### src/rtl/fpsm_pkg.sv
package fpsm_pkg;

    // field and register widths
    localparam int SAMPLE_W    = 16;
    localparam int COEF_W      = 18;
    localparam int OPND_W      = SAMPLE_W + 1;
    localparam int PROD_W      = OPND_W + COEF_W;
    localparam int RESULT_W    = 36;
    localparam int COLS_REG_W  = 11;
    localparam int ROWS_REG_W  = 16;
    localparam int CFG_IDX_W   = 3;
    localparam int CFG_DATA_W  = 18;
    localparam int IN_TDATA_W  = 16;
    localparam int OUT_TDATA_W = 40;

    // grid size limits and reset dimensions
    localparam int DEF_MAX_COLS = 1024;
    localparam int DEF_MAX_ROWS = 65535;
    localparam int DIM_RESET    = 1024;

    // configuration register indexes
    typedef enum logic [CFG_IDX_W-1:0] {
        REG_CENTRE = 3'd0,
        REG_ROW    = 3'd1,
        REG_COLUMN = 3'd2,
        REG_COLS   = 3'd3,
        REG_ROWS   = 3'd4
    } cfg_reg_t;

    // stencil coefficients
    typedef struct packed {
        logic signed [COEF_W-1:0] centre;
        logic signed [COEF_W-1:0] row;
        logic signed [COEF_W-1:0] column;
    } coef_t;

    // one multiply-add job: operand per coefficient plus output flags
    typedef struct packed {
        logic signed [OPND_W-1:0] xa;
        logic signed [OPND_W-1:0] xb;
        logic signed [OPND_W-1:0] xg;
        logic                     last;
        logic                     done;
    } job_t;

endpackage

### src/rtl/fpsm_mac.sv
module fpsm_mac (
    input  logic                             clk,
    input  logic                             rst_n,
    input  logic                             job_valid,
    input  fpsm_pkg::job_t                   job,
    input  fpsm_pkg::coef_t                  coef,
    output logic                             job_ready,
    output logic                             m_tvalid,
    input  logic                             m_tready,
    output logic [fpsm_pkg::OUT_TDATA_W-1:0] m_tdata,  // product[35:0], zero fill
    output logic                             m_tlast,  // last_in_run
    output logic                             m_tuser   // grid_done
);

    import fpsm_pkg::*;

    logic                     mul_v_reg, mul_v_next;
    logic signed [PROD_W-1:0] pa_reg, pb_reg, pg_reg;
    logic signed [PROD_W-1:0] pa_next, pb_next, pg_next;
    logic                     mul_last_reg, mul_done_reg;
    logic                     out_v_reg, out_v_next;
    logic [RESULT_W-1:0]      out_sum_reg, out_sum_next;
    logic                     out_last_reg, out_done_reg;
    logic signed [PROD_W+1:0] sum_full;
    logic                     out_en;
    logic                     mul_en;

    // stage enables: a stage moves when the one after it is empty or moving
    assign out_en    = !out_v_reg || m_tready;
    assign mul_en    = !mul_v_reg || out_en;
    assign job_ready = mul_en;

    // multiplier stage
    assign pa_next = PROD_W'(job.xa) * PROD_W'(coef.centre);
    assign pb_next = PROD_W'(job.xb) * PROD_W'(coef.row);
    assign pg_next = PROD_W'(job.xg) * PROD_W'(coef.column);

    // sum stage, kept to the result width
    assign sum_full     = (PROD_W+2)'(pa_reg) + (PROD_W+2)'(pb_reg) + (PROD_W+2)'(pg_reg);
    assign out_sum_next = sum_full[RESULT_W-1:0];

    always_comb
    begin
        mul_v_next = mul_v_reg;
        out_v_next = out_v_reg;
        if (mul_en)
        begin
            mul_v_next = job_valid;
        end
        if (out_en)
        begin
            out_v_next = mul_v_reg;
        end
    end

    // valid bits
    always_ff @(posedge clk or negedge rst_n)
    begin
        if (!rst_n)
        begin
            mul_v_reg <= 1'b0;
            out_v_reg <= 1'b0;
        end
        else
        begin
            mul_v_reg <= mul_v_next;
            out_v_reg <= out_v_next;
        end
    end

    // payload
    always_ff @(posedge clk)
    begin
        if (mul_en && job_valid)
        begin
            pa_reg       <= pa_next;
            pb_reg       <= pb_next;
            pg_reg       <= pg_next;
            mul_last_reg <= job.last;
            mul_done_reg <= job.done;
        end
        if (out_en && mul_v_reg)
        begin
            out_sum_reg  <= out_sum_next;
            out_last_reg <= mul_last_reg;
            out_done_reg <= mul_done_reg;
        end
    end

    assign m_tvalid = out_v_reg;
    assign m_tdata  = {{(OUT_TDATA_W-RESULT_W){1'b0}}, out_sum_reg};
    assign m_tlast  = out_last_reg;
    assign m_tuser  = out_done_reg;

endmodule

### config.mk
export PLATFORM = sky130hd
export DESIGN_NAME = fpsm_mac
export DESIGN_NICKNAME = d
export VERILOG_FILES = /design/src/rtl/fpsm_pkg.sv /design/src/rtl/fpsm_mac.sv
export SDC_FILE = /design/constraint.sdc
export NUM_CORES = 2
export LEC_CHECK = 0
export ABC_CLOCK_PERIOD_IN_PS = 3900
export BUFFER_PORTS_ARGS = -buffer_cell sky130_fd_sc_hd__clkbuf_2
export CAP_MARGIN = 20
export CORE_UTILIZATION = 40
export CTS_BUF_LIST = sky130_fd_sc_hd__clkbuf_4 sky130_fd_sc_hd__clkbuf_8
export DETAILED_ROUTE_END_ITERATION = 8
export HOLD_SLACK_MARGIN = 0.06
export SYNTH_ARGS = -nofsm -noshare
export SYNTH_HDL_FRONTEND = slang
export SYNTH_SLANG_ARGS = --single-unit
### constraint.sdc
create_clock -name clk -period 3.9 [get_ports clk]
set_input_delay 0.39 -clock clk [delete_from_list [all_inputs] [get_ports clk]]
set_output_delay 0.39 -clock clk [all_outputs]
set_load 0.1 [all_outputs]
==> qor.txt <==
Ranking of synthesized cells by area -> fa_1 47%, edfxtp_1 11%, inv_1 9.1%, ha_1 9.0%, and2_1 7.0%
DRT iter0 DRCs -> 1319
Max Slew Vio Count -> 0
Synth area leader -> fa_1
Worst-path clk slew -> 0.10 ns
Synth top area share -> 0.473
Clock buffer depth -> 2
Via/cell ratio -> 4.78
Via count -> 29970
Mapped Cells -> 4169
Worst-margin pin slew -> 0.961 ns
Commonest non-fill, non-tap cells in the layout -> 934 x inv_1, 927 x fa_1, 532 x buf_4
CTS buffer count -> 17
Post-synth ARST share -> 0.0136
Yosys cell types -> 86
Final WS setup -> -1.68 ns
Final Hold Fails -> 0
Max FFs per register -> 36
Post-route setup TNS -> -93.05 ns
Netlist Area Pre-Place -> 41000 um^2
Crit path launch type -> input port
Critical-path maximum fanout -> 5
Area Growth Syn to Fin -> 27.3%
CORE AREA -> 102000 um^2
Fmax -> 0.179 GHz
Critical Path End Type -> flop
Root Driver -> clkbuf_8
Die width -> 322 um
First-pass GRT wire length -> 164 mm
RSZ-0062 raised after global routing -> yes
Crit path DAT -> 5.83 ns
Pin count of the biggest net entering global routing -> 64
I/O pin total -> 155
Most common cell after layout, fill and taps aside -> inv_1
Placer Congestion -> 0.880
Antenna-violating nets left -> 0
Final period utilization -> 1.43
DRC Markers -> 0
Clock Skews -> 0.0138 ns
Clk_lat worst skew -> 0.49 ns
Grt ovf -> 0
Vias in the first global route -> 31754
Post-synthesis sequential area ratio -> 0.107
Layout cells sized above 1 -> 0.267
Pre-antenna DRT Iters -> 5
Crit path kind -> in -> reg
Dpl ws -> -2.43 ns
Initial antenna violation count -> 2
Max_cap viols -> 0
Hold WC Path Type -> in -> reg
Clock sink count -> 147
Hpwl dp -> 84.5 mm
Min-delay src -> job_valid
Prevailing post-synth register cell -> edfxtp_1
Global-route usage over all layers -> 0.197
Fin nets -> 6261
H-tree Lvls -> 4
Routed len/inst -> 15.7 um
Fin Hold WS -> 0.106 ns
Drt total wl -> 98.4 mm
Status -> complete, but fails checks
Die ar. -> 104000 um^2
Max_slew headroom -> 0.359
CTS tree -> yes
Die height -> 322 um
Worst Setup SP -> job[23]
Failing checks -> negative setup slack
Tmin final -> 5.58 ns
Post-synth EDFFs -> 145
Initial Util -> 0.403
Flops & latches, synth -> 147
FF-to-FF Start -> pa_reg[2]$_DFFE_PP_
Row count -> 117
Port Buffers -> 150
Synthesized area per cell -> 9.84 um^2
Synth warn -> 0
Setup Viol. Count Final -> 81
Required @ worst endpoint -> 4.16 ns
## layout make-up
type | count | area [um^2]
multi-input cells | 2893 | 34600
well taps | 1368 | 1710
clock buffers | 19 | 255
diodes | 1 | 2.50
fillers | 9193 | 49500
clock inverters | 13 | 116
repair buffers | 828 | 7370
inverters | 999 | 3760
flip-flops and latches | 147 | 4400
## critical path, stage by stage
cell,delay [ns]
buf_12,0.12
buf_12,0.12
and2_4,0.15
fa_2,0.64
buf_6,0.13
fa_1,0.44
fa_1,0.57
fa_1,0.43
fa_1,0.49
inv_1,0.05
fa_1,0.49
inv_2,0.04
ha_4,0.25
nand4_1,0.14
nor2_2,0.14
and2_4,0.17
and3_4,0.19
a31oi_4,0.12
a311oi_4,0.39
a21o_1,0.18
a21oi_2,0.06
xnor2_1,0.11
## cells in the mapped netlist (11+ instances only)
library cell and number:
a211oi_1 11, a21o_1 42, a21oi_1 96, and2_1 458, clkbuf_1 124, edfxtp_1 145
fa_1 969, ha_1 295, inv_1 999, nand2_1 452, nand2b_1 37, nand3_1 18
nand4_1 11, nor2_1 110, nor2b_1 11, nor3_1 23, o21a_1 20, o21ai_0 54
o21bai_1 16, xnor2_1 104, xor2_1 28
## what timing repair did
action                                 in CTS  in global routing
pin swaps                                 214                223
gates resized for setup                   432                244
hold buffers                                3                  0
endpoints found under the hold margin       4                  0
setup endpoints to repair                  82                 89
buffers inserted                           84                 56
cloned                                      3                  2
## cell families (layout without fill, tap and decap cells)
logic type	count (synthesis)	count (layout)	synth area share
mux	2	2	0.000488
xor+xnor	132	132	0.0282
other cells	1	5	0.0000914
buf+inv	1132	1859	0.104
flops	147	147	0.107
fa+ha+maj	1264	1264	0.563
compound gates	330	330	0.0542
simple gates	1161	1161	0.143
## metal layers
metal	track usage	part of all wire
met5	0	0
met4	0.0347	0.016
met3	0.0210	0.040
met2	0.332	0.50
met1	0.278	0.45
## through the flow
step           instances  cell area (um^2)   util
2_1_floorplan       4172             42500      -
6_report            6268             52200  0.513
4_1_cts             6233             51100  0.503
3_5_place_dp        6127             48200  0.474
3_3_place_gp        6127             48200  0.474
5_1_grt             6268             52200  0.513
## worst paths after layout
check,slack [ns],depth (start not counted),end
max,-1.68,22,pb_reg[33]$_DFFE_PP_
min,0.11,2,mul_v_reg$_DFFE_PN0N_
max reg2reg,0.17,11,out_sum_reg[34]$_DFFE_PP_
min reg2reg,0.43,0,m_tuser$_DFFE_PP_
max in group asynchronous,3.58,2,m_tvalid$_DFFE_PN0P_
min in group asynchronous,0.22,2,mul_v_reg$_DFFE_PN0N_
Power is left out: the tool's default activity adds up to more than one toggle a clock period on the data nets, which glitch-free logic cannot reach.
